**config.mk**
```make
export PLATFORM = sky130hd
export DESIGN_NAME = hss_div
export DESIGN_NICKNAME = d
export VERILOG_FILES = /design/src/hw/rtl/hss_pkg.sv /design/src/hw/rtl/hss_div.sv
export SDC_FILE = /design/constraint.sdc
export NUM_CORES = 1
export LEC_CHECK = 0
export ABC_AREA = 1
export BUFFER_PORTS_ARGS = -buffer_cell sky130_fd_sc_hd__buf_2
export CAP_MARGIN = 25
export CORE_MARGIN = 8
export CORE_UTILIZATION = 43
export CTS_CLUSTER_DIAMETER = 30
export DETAILED_ROUTE_END_ITERATION = 10
export PLACE_DENSITY = 0.74
export RECOVER_POWER = 50
export SKIP_CTS_REPAIR_TIMING = 1
export SLEW_MARGIN = 20
export SYNTH_ARGS = -nofsm -noshare
export SYNTH_HDL_FRONTEND = slang
export SYNTH_SLANG_ARGS = --single-unit
```
**constraint.sdc**
```tcl
create_clock -name clk -period 4.6 [get_ports clk]
set_clock_uncertainty 0.2 [all_clocks]
set_input_delay 0 -clock clk [delete_from_list [all_inputs] [get_ports clk]]
set_output_delay 0 -clock clk [all_outputs]
set_load 0.005 [all_outputs]
```
**src/hw/rtl/hss_pkg.sv**
```systemverilog
// Package for the heightmap slope shader: sizes, fixed-point constants,
// register indexes, sequencer states and address/coordinate helpers.
// No dependencies; every other file of the block uses it.
package hss_pkg;

    // Store geometry and stored height width
    localparam int MAX_SIDE    = 256;
    localparam int HEIGHT_BITS = 24;

    // Port field widths
    localparam int COORD_IN_W  = 8;
    localparam int HEIGHT_IN_W = 24;
    localparam int BRIGHT_W    = 16;
    localparam int CFG_IDX_W   = 3;
    localparam int CFG_DATA_W  = 24;
    localparam int STEP_W      = 2;
    localparam int WEIGHT_W    = 17;
    localparam int GRID_W      = 9;

    // Fixed-point constants
    localparam int STEP_COUNT     = 5;
    localparam int ONE_Q15        = 32768;
    localparam int MIN_BRIGHT_Q15 = 6554;
    localparam int ONE_Q16        = 65536;
    localparam int Q16_SHIFT      = 16;
    localparam int FRAC_SHIFT     = 10;
    localparam int ONE_Q25        = ONE_Q15 << FRAC_SHIFT;
    localparam int HALF_LSB       = 1 << (FRAC_SHIFT - 1);
    localparam int Q_BITS         = 15;
    // Rounding can reach full scale, so the quotient carries one extra bit
    localparam int QUOT_W         = Q_BITS + 1;

    // Derived widths
    localparam int SIDE_W = $clog2(MAX_SIDE + 1);
    localparam int CRD_W  = ((SIDE_W > COORD_IN_W) ? SIDE_W : COORD_IN_W) + 2;
    localparam int ADDR_W = $clog2(MAX_SIDE * MAX_SIDE);
    localparam int CALC_W = ((HEIGHT_BITS > HEIGHT_IN_W) ? HEIGHT_BITS : HEIGHT_IN_W) + 2;
    localparam int PROD_W = CALC_W + WEIGHT_W + 1;
    localparam int T_W    = PROD_W + 2;
    localparam int CNT_W  = $clog2(QUOT_W + 1);

    // Register reset values
    localparam int RST_NEAR_DX   = 1;
    localparam int RST_NEAR_DZ   = 0;
    localparam int RST_FAR_DX    = 1;
    localparam int RST_FAR_DZ    = 0;
    localparam int RST_WEIGHT    = 65536;
    localparam int RST_LOW       = 0;
    localparam int RST_HIGH      = 65536;
    localparam int RST_GRID      = 256;

    // Item kinds
    localparam logic KIND_WRITE = 1'b0;
    localparam logic KIND_QUERY = 1'b1;

    typedef enum logic [CFG_IDX_W-1:0] {
        REG_NEAR_DX   = 3'd0,
        REG_NEAR_DZ   = 3'd1,
        REG_FAR_DX    = 3'd2,
        REG_FAR_DZ    = 3'd3,
        REG_WEIGHT    = 3'd4,
        REG_LOW       = 3'd5,
        REG_HIGH      = 3'd6,
        REG_GRID_SIZE = 3'd7
    } reg_idx_t;

    typedef enum logic [3:0] {
        ST_IDLE,
        ST_CHECK,
        ST_RD_N,
        ST_RD_F,
        ST_CAP_F,
        ST_MUL,
        ST_SUM,
        ST_FALL,
        ST_FCHK,
        ST_DIV,
        ST_DONE
    } seq_state_t;

    typedef logic signed [HEIGHT_BITS-1:0] height_t;
    typedef logic        [ADDR_W-1:0]      addr_t;
    typedef logic signed [CRD_W-1:0]       crd_t;

    // One access to the height store
    typedef struct packed {
        logic    we;
        logic    re;
        addr_t   addr;
        height_t wdata;
    } store_req_t;

    // Linear store index of grid point (x, z)
    function automatic addr_t pt_addr(input crd_t x, input crd_t z);
        logic [ADDR_W+CRD_W-1:0] lin;
        lin = (ADDR_W+CRD_W)'($unsigned(z)) * (ADDR_W+CRD_W)'(MAX_SIDE)
            + (ADDR_W+CRD_W)'($unsigned(x));
        return lin[ADDR_W-1:0];
    endfunction

    // Point moved STEP_COUNT steps along direction d
    function automatic crd_t step_pt(input crd_t base, input logic signed [STEP_W-1:0] d);
        crd_t dd;
        dd = CRD_W'(d);
        return base + dd * crd_t'(STEP_COUNT);
    endfunction

    // Point lies inside a side x side grid
    function automatic logic on_grid(input crd_t x, input crd_t z, input crd_t side);
        return !x[CRD_W-1] && !z[CRD_W-1] && (x < side) && (z < side);
    endfunction

endpackage

```
**src/hw/rtl/hss_div.sv**
```systemverilog
// Iterative restoring divider: rounded (num * 2^15 + den/2) / den for
// 0 < num < den, one quotient bit per cycle. Depends on hss_pkg.
module hss_div (
    input  logic                          clk,
    input  logic                          rst_n,
    input  logic                          start,
    input  logic [hss_pkg::CALC_W-1:0]    num,
    input  logic [hss_pkg::CALC_W-1:0]    den,
    output logic                          busy,
    output logic [hss_pkg::QUOT_W-1:0]    quot
);

    localparam int CW = hss_pkg::CALC_W;
    localparam int FB = hss_pkg::Q_BITS;
    localparam int QB = hss_pkg::QUOT_W;
    localparam int DW = CW + FB;

    logic [DW-1:0]             dividend;
    logic [CW:0]               trial;
    logic [CW-1:0]             rem_reg, rem_next;
    logic [QB-1:0]             low_reg, low_next;
    logic [QB-1:0]             q_reg, q_next;
    logic [hss_pkg::CNT_W-1:0] cnt_reg, cnt_next;
    logic                      busy_reg, busy_next;

    // Scaled dividend with half-divisor rounding term
    assign dividend = {num, FB'(0)} + DW'(den >> 1);
    // Trial subtract of the divisor from the shifted remainder
    assign trial    = {rem_reg, low_reg[QB-1]} - {1'b0, den};

    // Load on start, then one quotient bit per step; the dividend is below
    // den * 2^QB, so its upper part already starts below the divisor
    always_comb
    begin
        rem_next  = rem_reg;
        low_next  = low_reg;
        q_next    = q_reg;
        cnt_next  = cnt_reg;
        busy_next = busy_reg;
        if (start)
        begin
            rem_next  = CW'(dividend[DW-1:QB]);
            low_next  = dividend[QB-1:0];
            q_next    = '0;
            cnt_next  = hss_pkg::CNT_W'(QB);
            busy_next = 1'b1;
        end
        else if (busy_reg)
        begin
            if (!trial[CW])
            begin
                rem_next = trial[CW-1:0];
                q_next   = {q_reg[QB-2:0], 1'b1};
            end
            else
            begin
                rem_next = {rem_reg[CW-2:0], low_reg[QB-1]};
                q_next   = {q_reg[QB-2:0], 1'b0};
            end
            low_next  = {low_reg[QB-2:0], 1'b0};
            cnt_next  = cnt_reg - 1'b1;
            busy_next = (cnt_reg != hss_pkg::CNT_W'(1));
        end
    end

    // Control state
    always_ff @(posedge clk or negedge rst_n)
    begin
        if (!rst_n)
        begin
            busy_reg <= 1'b0;
            cnt_reg  <= '0;
        end
        else
        begin
            busy_reg <= busy_next;
            cnt_reg  <= cnt_next;
        end
    end

    // Datapath
    always_ff @(posedge clk)
    begin
        rem_reg <= rem_next;
        low_reg <= low_next;
        q_reg   <= q_next;
    end

    assign busy = busy_reg;
    assign quot = q_reg;

endmodule

```
## After elaboration in Yosys (flattened, before gate mapping)

Index checks and enable logic that the tools add are counted.

| word-level totals | value |
|---|---|
| bits in registers | 64 |

| cells by class | value |
|---|---|
| $add $sub $neg | 3 |
| equality and inequality tests | 1 |
| muxes and demuxes | 10 |
| reduce and logical (&&, ||, !) cells | 1 |

Operators by type and width:

| operator | count |
|---|---|
| 25-bit 2-to-1 mux | 2 |
| 41-bit by 25-bit adder with 41-bit output | 1 |
| 16-bit 2-to-1 mux | 2 |
| 27-bit by 26-bit subtractor with 27-bit output | 1 |
| 26-bit 2-to-1 mux | 1 |
| 5-bit 2-to-1 mux | 2 |
| 5-bit by 1-bit != test with 1-bit output (second input constant) | 1 |
| 5-bit by 1-bit subtractor with 5-bit output (second input constant) | 1 |
| 1-bit 2-to-1 mux | 3 |
| 2-bit nonzero test | 1 |

## Longest topological paths before layout

Gate-level depths: netlist of run 1.

| logic depth | value |
|---|---|
| depth in word-level cells | 4 |
| depth in mapped cells | 16 |
| mapped depth without buffers | 15 |

## Worst setup path after synthesis of run 1

Ideal clock, no wire load.

| timing | value |
|---|---|
| kind | flip-flop to flip-flop |
| start point | reg busy_reg (netlist: busy) |
| end point | reg low_reg[0] (enable) |
| setup time | 421 ps |
| arrival | 1,935 ps |
| data required time | 3,979 ps |
| path slack | 2,044 ps |
| stages on the path, launching flop included | 4 |
| path buffers | 1 |
| period minus slack after synthesis | 2,556 ps |
| path through | dfrtp_1 -> nor2_1 -> clkinv_1 -> buf_1 |

| on the way | value |
|---|---|
| word-level cells in the longest chain between the ends | 1 |

RTL lines:

| what | line | text |
|---|---|---|
| from (decl) | hss_div.sv:24 | `logic busy_reg, busy_next;` |
| from (signal assigned) | hss_div.sv:76 | `busy_reg <= busy_next;` |
| 2-bit nonzero test (no source line) | - |  |
| to (signal assigned) | hss_div.sv:85 | `low_reg <= low_next;` |
| to (decl) | hss_div.sv:21 | `logic [QB-1:0] low_reg, low_next;` |

Every way passes these cells.
A chain may end at the register's enable or synchronous reset.

## Worst setup path after layout of run 1

| timing | value |
|---|---|
| start point | in start |
| end point | reg low_reg[15], data pin |

| on the way | value |
|---|---|
| word-level cells in the longest chain between the ends | 1 |

RTL lines:

| what | line | text |
|---|---|---|
| from (decl) | hss_div.sv:6 | `input logic start,` |
| 16-bit 2-to-1 mux | hss_div.sv:40 | `if (start)` |
| via low_next[15] | hss_div.sv:21 |  |

The timed path passes the listed nets, and every way through them passes these cells.

==> results of run 1 <==
[kinds of logic (layout without fill, tap and decap cells)]
| kind of cell | Yosys count | count (layout) | share of synthesized area |
|---|---|---|---|
| and+or+nand+nor | 518 | 518 | 0.383 |
| DFF | 64 | 64 | 0.289 |
| buffers and inverters | 195 | 296 | 0.131 |
| AOI/OAI and AO/OA | 91 | 91 | 0.0848 |
| xor gates and xnor gates | 18 | 18 | 0.0264 |
| adders and majority gates | 40 | 40 | 0.0864 |
[routing by layer]
layer / vias up / global-route usage / wire [um]
met5: - / 0 / 0
li1: 3142 / - / -
met3: 26 / 0.0355 / 1090
met2: 202 / 0.307 / 7680
met4: 0 / 0.0711 / 403
met1: 2711 / 0.257 / 7930
[final cells by class]
cell class / count / area [um2] / share of cell area
sequential: 64 / 1720 / 0.245
timing repair buffer: 102 / 644 / 0.0918
tap: 180 / 225 / 0.0321
clock buffer: 10 / 250 / 0.0356
inverter: 178 / 671 / 0.0955
multi-input combinational: 667 / 3460 / 0.493
clock inverter: 6 / 47.5 / 0.00677
[cell usage after synthesis]
| cell type | instances |
|---|---|
| nand2_1 | 310 |
| inv_1 | 173 |
| nand3_1 | 93 |
| nor2_1 | 44 |
| edfxtp_1 | 41 |
| ha_1 | 38 |
| a21oi_1 | 33 |
| o21ai_0 | 31 |
| nand2_2 | 27 |
| dfxtp_1 | 17 |
| o22ai_1 | 15 |
| nand4_1 | 14 |
| nand3b_1 | 11 |
| xor2_1 | 10 |
| xnor2_1 | 8 |
| clkbuf_1 | 7 |
| a21o_1 | 6 |
| dfrtp_1 | 6 |
| buf_2 | 5 |
| nand3_2 | 4 |
| nor3_1 | 4 |
| inv_2 | 3 |
| nor2_2 | 3 |
| and2_1 | 2 |
| buf_12 | 2 |
| clkinv_1 | 2 |
| fa_1 | 2 |
| nand2_4 | 2 |
| nor2_4 | 2 |
| nor4_1 | 2 |
| a21oi_2 | 1 |
| a31oi_1 | 1 |
| buf_1 | 1 |
| buf_4 | 1 |
| buf_6 | 1 |
| o21a_1 | 1 |
| o21ai_2 | 1 |
| o21bai_1 | 1 |
| o31ai_1 | 1 |
[tightest hold or removal path: stages]
cell and delay [ns]:
buf_2 0.12, fa_1 0.17, nand2_1 0.07, nand2_1 0.06
[per-stage QoR]
step | hold slack [ns] | util | setup WS, ns
2_1_floorplan | -0.496 | - | 2.04
3_3_place_gp | -0.368 | 0.469 | 1.87
3_5_place_dp | -0.368 | 0.469 | 1.87
4_1_cts | -0.736 | 0.491 | 1.85
5_1_grt | 0.0110 | 0.512 | 1.37
6_report | -0.0181 | 0.512 | 1.61
[power by group]
| group | switching (mW) | internal, mW |
|---|---|---|
| Combinational | 1.49 | 0.788 |
| Sequential | 0.0974 | 0.810 |
| Clock | 0.287 | 0.404 |
[worst max-delay path by stage]
stage | to | slack (ns) | cells after the start
after floorplan | low_reg[0] | 2.04 | 3
after global placement | rem_reg[24] | 1.87 | 11
after detailed placement | rem_reg[0] | 1.87 | 13
after CTS | rem_reg[0] | 1.85 | 13
after global routing | low_reg[15] | 1.37 | 5
final | low_reg[15] | 1.61 | 5
[cells in the final DEF, fill, tap and decap left out, drive strengths merged, types with 2 or more instances in the layout]
cell,n
inv,181
o21ai,32
nand4,14
buf,59
ha,38
and2,2
a21o,6
nor3,4
clkbuf,23
nand2,339
nor4,2
nor2,49
dfxtp,17
clkinv,3
a21oi,34
dfrtp,6
nand3,97
xnor2,8
nand3b,11
o22ai,15
fa,2
dlygate4sd3,30
xor2,10
edfxtp,41
==> impl_results.md, run 1 <==
* Status: finished, violations left
* Failing checks: hold timing
* P&R area growth vs syn at 17.7%
* Final hold vios at 2
* CTS HTree Levels at 3
* Critical R2R Capture: rem_reg[4]
* DR vias/cell at 5.04
* Largest area contributor in the netlist: edfxtp_1
* Min-delay src: num[1]
* Initial Util at 0.435
* Filler cell count at 1,367
* Syn_area_per_cell at 6.44 um2
* Cts bufs inserted at 9
* CP Max Fanout at 38
* First drt pass iteration count at 6
* First-pass GRT wire length at 28,300 um
* Number of buffers added on ports at 71
* Pin count of the biggest net entering global routing at 64
* Gr usage total at 0.193
* Worst Setup End Kind: flop
* Leak at 3.79 nW
* Min Hold Slack at -0.0181 ns
* CTS root buffer: clkbuf_16
* Iter 0 DRT Violations at 497
* Detail Placement HPWL at 13,400 um
* Placed Instance Area at 6430 um2
* Critical path's largest stage delay at 1.14 ns
* Setup TNS at 0 ns
* CP max stage cell: clkbuf_1
* Power density over the cells at 553 nW/um2
* Row cnt at 43
* Synth top area share at 0.206
* Slew headroom at 0.00745
* Period minus WS final at 2.99 ns
* WL final at 17,100 um
* Post-synthesis register bit count at 64
* Slew Limit Fails at 0
* Crit path max-delay family: buffers and inverters
* Diode count at 0
* Routed Antenna Nets at 0
* R2R Setup Slk at 1.80 ns
* DR WL/cell at 14.2 um
* Latest clock arrival within the worst-skew pair at 0.34 ns
* Die Area at 17,900 um2
* RSZ-0062 raised after global routing: false
* Die width at 134 um
* Hold WC Path Type: input pin to flop
* DR vias at 6,081
* Vias in the first global route at 5,880
* Critical path cell sequence: clkbuf_1 -> inv_1 -> clkbuf_1 -> nand2_1 -> nand2_1
* Core outline area at 13,700 um2
* Die height at 134 um
* Kind of critical path: input pin to flop
* DR DRC count at 0
* Worst r2r src: rem_reg[20]
* Crit path arrival time at 2.98 ns
* TritonCTS Sinks at 64
* Final period utilization at 0.649
* Post-Syn Area at 5960 um2
* Gate Count Post-Synth at 926
* Initial antenna violation count at 0
* Syn nets at 1,021
* I/O Pins at 72
* Max_cap viols at 0
* VDD IR max at 0.000225 V
* Final setup fails at 0
* GRT overflow at 0
* Final Power at 3.88 mW
* Worst reg2reg path depth at 13
* Fmax at 0.335 GHz
* Final instance area at 7020 um2
* Fin cells at 1,207
* Post-synth cell types at 39
* Hold Crit Depth at 4
* Critical path origin: start
* Layout Nets at 1,117
* Worst-Margin Slew at 1.49 ns
* CTS tree: done
* CP Buf/Inv Count at 3
* Clock transition at path regs at 0.06 ns
* Share of post-route cells with drive strength above 1 at 0.115
* Sequential fraction of the synthesis area at 0.289
* Top cells by area, synth: edfxtp_1, nand2_1, inv_1, ha_1, nand3_1
* Syn. warnings at 0
* Hold Path Sink: rem_reg[0]
* CP Launch Type: input pin
* GP Congestion at 0.954
* Clock Path Buffers at 2
* CP Data Required Time at 4.60 ns
* Placed Cells at 1,160
* Largest register FFs at 26
No activity file was read; power rests on OpenSTA's default activity.
==> run 2, diff against run 1 <==
--- a/config.mk
+++ b/config.mk
@@ -12,7 +12,7 @@
 export CORE_UTILIZATION = 43
 export CTS_CLUSTER_DIAMETER = 30
 export DETAILED_ROUTE_END_ITERATION = 10
-export PLACE_DENSITY = 0.74
+export PLACE_DENSITY = 0.76
 export RECOVER_POWER = 50
 export SKIP_CTS_REPAIR_TIMING = 1
 export SLEW_MARGIN = 20
==> constraint.sdc (replaced) <==
create_clock -name clk -period 2.4 [get_ports clk]
set_clock_uncertainty 0.2 [all_clocks]
set_input_delay 0 -clock clk [delete_from_list [all_inputs] [get_ports clk]]
set_output_delay 0 -clock clk [all_outputs]
set_load 0.005 [all_outputs]
==> impl_results.md, run 2 (synthesis results as in run 1) <==
* P_sw at 4.56 mW (was 1.88 mW)
* Pin count of the biggest net entering global routing at 61 (was 64)
* Net Sw Frac at 0.474 (was 0.484)
* Clock Path Buffers at 2 (unchanged)
* Layout Nets at 1,190 (was 1,117)
* Die width at 134 um (unchanged)
* Final period utilization at 1.04
* Max_cap viols at 0 (unchanged)
* Core outline area at 13,700 um2 (unchanged)
* Worst setup margin at -0.101 ns (was 1.61 ns)
* Initial antenna violation count at 0 (unchanged)
* Failing checks: hold timing, setup timing (was hold timing)
* WL final at 20,300 um (was 17,100 um)
* P&R area growth vs syn at 38.3% (was 17.7%)
* Most common cell after layout, fill and taps aside: nand2_1 (unchanged)
* Kind of critical path: flop to flop (was input pin to flop)
* I/O Pins at 72 (unchanged)
* Placed Cells at 1,218 (was 1,160)
* Final core utilization at 0.601 (was 0.512)
* Share of post-route cells with drive strength above 1 at 0.258 (was 0.115)
* GRT overflow at 0 (unchanged)
* Fmax at 0.400 GHz
* Area occupied by multi-input gates at 4080 um2 (was 3460 um2)
* CTS HTree Levels at 3 (unchanged)
* GRT met3 Usage at 0.0404 (was 0.0355)
* Hold WC Path Type: input pin to flop (unchanged)
* Crit path arrival time at 2.38 ns (was 2.98 ns)
* Number of buffers added on ports at 71 (unchanged)
* DR vias/cell at 5.19 (was 5.04)
* Largest register FFs at 26 (unchanged)
* Gr usage total at 0.201 (was 0.193)
* First-pass GRT wire length at 29,400 um (was 28,300 um)
* Worst Setup End Kind: flop (unchanged)
* Row cnt at 43 (unchanged)
* Internal power at 5.06 mW (was 2.00 mW)
* Final hold vios at 3 (was 2)
* Slew headroom at 0.616 (was 0.00745)
* DR vias at 6,649 (was 6,081)
* Most frequent cells in the layout: nand2_1, inv_1, nand3_1 (unchanged)
* Status: finished, violations left (unchanged)
* GP Congestion at 0.937 (was 0.954)
* Detail Placement HPWL at 14,200 um (was 13,400 um)
* Clock transition at path regs at 0.06 ns (about the same)
* Filler cell count at 1,182 (was 1,367)
* First drt pass iteration count at 7 (was 6)
* VDD IR max at 0.000492 V (was 0.000225 V)
* Die height at 134 um (unchanged)
* Power density over the cells at 1170 nW/um2 (was 553 nW/um2)
* Sequential power share at 0.191 (was 0.234)
* CTS root buffer: clkbuf_16 (unchanged)
* M1 GR Usage at 0.259 (was 0.257)
* Logic pwr share at 0.680 (was 0.588)
* RSZ-0062 raised after global routing: true (was false)
* Register area at 1720 um2 (unchanged)
* Vias in the first global route at 6,112 (was 5,880)
* Min Hold Slack at -0.0299 ns (was -0.0181 ns)
* TritonCTS Sinks at 64 (unchanged)
* Iter 0 DRT Violations at 570 (was 497)
* Clock network power share at 0.129 (was 0.178)
* Routed Antenna Nets at 0 (unchanged)
* DR WL/cell at 15.8 um (was 14.2 um)
* Met2 GRT Util at 0.321 (was 0.307)
* Worst-Margin Slew at 0.572 ns (was 1.49 ns)
* CTS tree: done (unchanged)
* Period minus WS final at 2.50 ns
* Diode count at 0 (unchanged)
* Fin cells at 1,280 (was 1,207)
* Initial Util at 0.435 (unchanged)
* CP Launch Type: flop (was input pin)
* Slew Limit Fails at 0 (unchanged)
* CP Data Required Time at 2.28 ns (was 4.60 ns)
* Cts bufs inserted at 9 (unchanged)
* Die Area at 17,900 um2 (unchanged)
* CP Max Fanout at 6 (was 38)
* Busiest layer in global routing: met2 (unchanged)
* DR DRC count at 0 (unchanged)
* Final setup fails at 26 (was 0)
* Leak at 4.26 nW (was 3.79 nW)
* Latest clock arrival within the worst-skew pair at 0.35 ns (was 0.34 ns)
## run 2: cell types whose count changed in the layout (fill, tap and decap cells not counted), sizes merged
| cell | delta |
|---|---|
| inv | -1 |
| buf | +72 |
| nand2 | +2 |
| clkinv | +1 |
| clkinvlp | +1 |
| dlygate4sd3 | -2 |
## run 2: final cells by class
type	count	area share
clock buffers	9	0.0273
clock inverters	7	0.00561
inverters	178	0.0810
multi-input cells	669	0.494
flip-flops and latches	64	0.209
well taps	180	0.0273
repair buffers	173	0.156
## run 2: power by group through the flow
stage,registers [mW],logic [mW],clock network [mW]
after floorplan,1.69,3.45,0
after global placement,1.73,4.83,0
after detailed placement,1.75,4.88,0
after CTS,1.73,4.93,1.24
after global routing,1.86,7.09,1.30
final,1.84,6.54,1.25
## run 2: worst paths after layout
path,start,to,slack [ns],depth (start not counted)
max,rem_reg[14],rem_reg[5],-0.10,12
min,den[17],rem_reg[0],-0.03,4
max reg2reg,rem_reg[14],rem_reg[5],-0.10,12
min reg2reg,quot[15],quot[15],0.27,2
max in group asynchronous,rst_n,cnt_reg[1],1.37,3
min in group asynchronous,rst_n,cnt_reg[3],0.41,3
## run 2: critical path, cell delays in order, from the launching register on
cell,delay (ns)
edfxtp_1,0.46
ha_4,0.31
nand2_1,0.08
nor2_2,0.18
nand2_1,0.12
nor2_2,0.16
nand2_4,0.11
nand3_4,0.16
nand2_8,0.11
nand2_8,0.14
nand2_2,0.07
nand3_2,0.08
nand2_2,0.05
## run 2: metal layers
layer  vias to the layer above  part of all wire
li1                       3285                 -
met3                        74             0.079
met2                       300              0.47
met5                         -                 0
met1                      2990              0.41
met4                         0             0.044
## run 2: stage by stage
stage | setup TNS, ns | setup slack [ns] | cell area (um2) | power, mW | hold WS [ns]
after floorplan | 0 | 0.155 | 5970 | 5.14 | -0.496
after global placement | -0.248 | -0.0675 | 6890 | 6.56 | -0.370
after detailed placement | -0.297 | -0.0715 | 6890 | 6.63 | -0.370
after CTS | -0.522 | -0.0931 | 7160 | 7.90 | -0.729
after global routing | -4.22 | -0.187 | 8250 | 10.2 | 0.00587
final | -1.64 | -0.101 | 8250 | 9.63 | -0.0299
==> run 3, diff against run 2 <==
--- a/config.mk
+++ b/config.mk
@@ -6,13 +6,13 @@
 export NUM_CORES = 1
 export LEC_CHECK = 0
 export ABC_AREA = 1
-export BUFFER_PORTS_ARGS = -buffer_cell sky130_fd_sc_hd__buf_2
 export CAP_MARGIN = 25
 export CORE_MARGIN = 8
-export CORE_UTILIZATION = 43
+export CORE_UTILIZATION = 25
 export CTS_CLUSTER_DIAMETER = 30
 export DETAILED_ROUTE_END_ITERATION = 10
-export PLACE_DENSITY = 0.76
+export DONT_BUFFER_PORTS = 1
+export PLACE_DENSITY = 0.52
 export RECOVER_POWER = 50
 export SKIP_CTS_REPAIR_TIMING = 1
 export SLEW_MARGIN = 20
==> impl_results.md, run 3 (synthesis results as in run 1) <==
* Most common cell after layout, fill and taps aside: nand2_1 (unchanged)
* Die height at 170 um (was 134 um)
* DR WL/cell at 15.0 um (was 15.8 um)
* Largest register FFs at 26 (unchanged)
* DR DRC count at 0 (unchanged)
* Share of post-route cells with drive strength above 1 at 0.241 (was 0.258)
* I/O Pins at 72 (unchanged)
* Fmax at 0.414 GHz (was 0.400 GHz)
* WL final at 20,600 um (was 20,300 um)
* Met1 wire length at 9820 um (was 8340 um)
* CTS tree: done (unchanged)
* Gr usage total at 0.133 (was 0.201)
* Power density over the cells at 1170 nW/um2 (about the same)
* Pin count of the biggest net entering global routing at 47 (was 61)
* GP Congestion at 0.919 (was 0.937)
* Layout Nets at 1,144 (was 1,190)
* Iter 0 DRT Violations at 349 (was 570)
* Top layer in use: met4 (unchanged)
* Worst Setup End Kind: flop (unchanged)
* First-pass GRT wire length at 30,600 um (was 29,400 um)
* Slew Limit Fails at 0 (unchanged)
* Worst-Margin Slew at 0.605 ns (was 0.572 ns)
* Slew headroom at 0.596 (was 0.616)
* CTS HTree Levels at 3 (unchanged)
* CP Max Fanout at 5 (was 6)
* VDD IR max at 0.000492 V (about the same)
* TritonCTS Sinks at 64 (unchanged)
* Routed Antenna Nets at 0 (unchanged)
* Setup TNS at -0.0585 ns (was -1.64 ns)
* Final hold vios at 5 (was 3)
* Leak at 4.14 nW (was 4.26 nW)
* Period minus WS final at 2.42 ns (was 2.50 ns)
* First drt pass iteration count at 5 (was 7)
* Core outline area at 23,500 um2 (was 13,700 um2)
* Clock transition at path regs at 0.06 ns (about the same)
* CP Launch Type: flop (unchanged)
* Filler cell count at 2,505 (was 1,182)
* Die width at 170 um (was 134 um)
* CP Data Required Time at 2.30 ns (was 2.28 ns)
* Status: finished, violations left (unchanged)
* DR vias at 6,163 (was 6,649)
* Max_cap viols at 0 (unchanged)
* Most frequent cells in the layout: nand2_1, inv_1, buf_4 (was nand2_1, inv_1, nand3_1)
* Initial Util at 0.254 (was 0.435)
* Final setup fails at 6 (was 26)
* RSZ-0062 raised after global routing: true (unchanged)
* Dpl ws at -0.151 ns (was -0.0715 ns)
* Hold WC Path Type: input pin to flop (unchanged)
* Final Power at 9.88 mW (was 9.63 mW)
* Failing checks: hold timing, setup timing (unchanged)
* Clock Path Buffers at 2 (unchanged)
* Vias in the first global route at 5,713 (was 6,112)
* Number of buffers added on ports at 0 (was 71)
* Final instance area at 8460 um2 (was 8250 um2)
* CTS root buffer: clkbuf_16 (unchanged)
* Final period utilization at 1.01 (was 1.04)
* Min Hold Slack at -0.0667 ns (was -0.0299 ns)
* GRT overflow at 0 (unchanged)
* Kind of critical path: flop to flop (unchanged)
* Met2 WL post-DR at 9600 um (was 9440 um)
* P&R area growth vs syn at 41.8% (was 38.3%)
* Latest clock arrival within the worst-skew pair at 0.34 ns (was 0.35 ns)
* WL met3 at 1020 um (was 1600 um)
* Detail Placement HPWL at 15,600 um (was 14,200 um)
* DR vias/cell at 4.49 (was 5.19)
* Cts bufs inserted at 9 (unchanged)
* Diode count at 0 (unchanged)
* Crit path arrival time at 2.32 ns (was 2.38 ns)
* Worst setup margin at -0.0183 ns (was -0.101 ns)
* Die Area at 29,100 um2 (was 17,900 um2)
* Row cnt at 56 (was 43)
* Placed Instance Area at 6720 um2 (was 6890 um2)
* Initial antenna violation count at 0 (unchanged)
[run 3: cell count changes in the layout (fill, tap and decap cells not counted), moves of 3 or more]
| cell | change |
|---|---|
| buf_4 | +4 |
| nand3_1 | -8 |
| nand2_2 | +11 |
| buf_6 | +3 |
| nor2_1 | -5 |
| nand3_2 | +6 |
| clkbuf_1 | -11 |
| buf_2 | -60 |
| nor2_2 | +4 |
| nand2_1 | -10 |
| dlygate4sd3_1 | +21 |
[run 3: path summary, 6_finish.rpt]
check / from / to / slack (ns) / cells after the start
worst max-delay path: rem_reg[22] / rem_reg[16] / -0.02 / 12
worst min-delay path: start / cnt_reg[2] / -0.07 / 3
worst min register to register: cnt_reg[3] / cnt_reg[3] / 0.26 / 1
max in group asynchronous: rst_n / busy / 1.47 / 2
worst max register to register: rem_reg[22] / rem_reg[16] / -0.02 / 12
min in group asynchronous: rst_n / cnt_reg[2] / 0.32 / 2
[run 3: per-layer routing]
metal / vias up / global-route usage
met3: 12 / 0.0294
met2: 149 / 0.213
met1: 2797 / 0.181
met4: 0 / 0.0286
met5: - / 0
li1: 3205 / -
[run 3: area by class of cell]
type,count,area (um2),area share
multi-input combinational,669,4190,0.496
sequential,64,1720,0.204
timing repair buffer,127,1160,0.137
inverter,178,668,0.0790
tap,319,399,0.0472
clock buffer,11,275,0.0325
clock inverter,5,41.3,0.00488
[run 3: power breakdown]
| group | switching, mW | total [mW] | internal [mW] |
|---|---|---|---|
| combinational | 3.72 | 6.64 | 2.92 |
| sequential | 0.285 | 1.84 | 1.56 |
| clock | 0.554 | 1.39 | 0.837 |
[run 3: metrics by stage]
step,hold WS [ns],utilization,instances
after floorplan,-0.496,-,926
after global placement,-0.495,0.286,1289
after detailed placement,-0.495,0.286,1289
after CTS,-0.859,0.300,1305
after global routing,0.0190,0.360,1373
final,-0.0667,0.360,1373
[run 3: critical path, cell delays in order (launching register included)]
cell      delay, ns
edfxtp_1       0.43
ha_4           0.25
a21oi_2        0.18
nor2_1         0.06
nor2_1         0.12
nand2_1        0.16
inv_2          0.11
nand3_4        0.14
nand2_8        0.17
buf_8          0.15
nand3_2        0.08
nand3_2        0.09
nand2_1        0.05
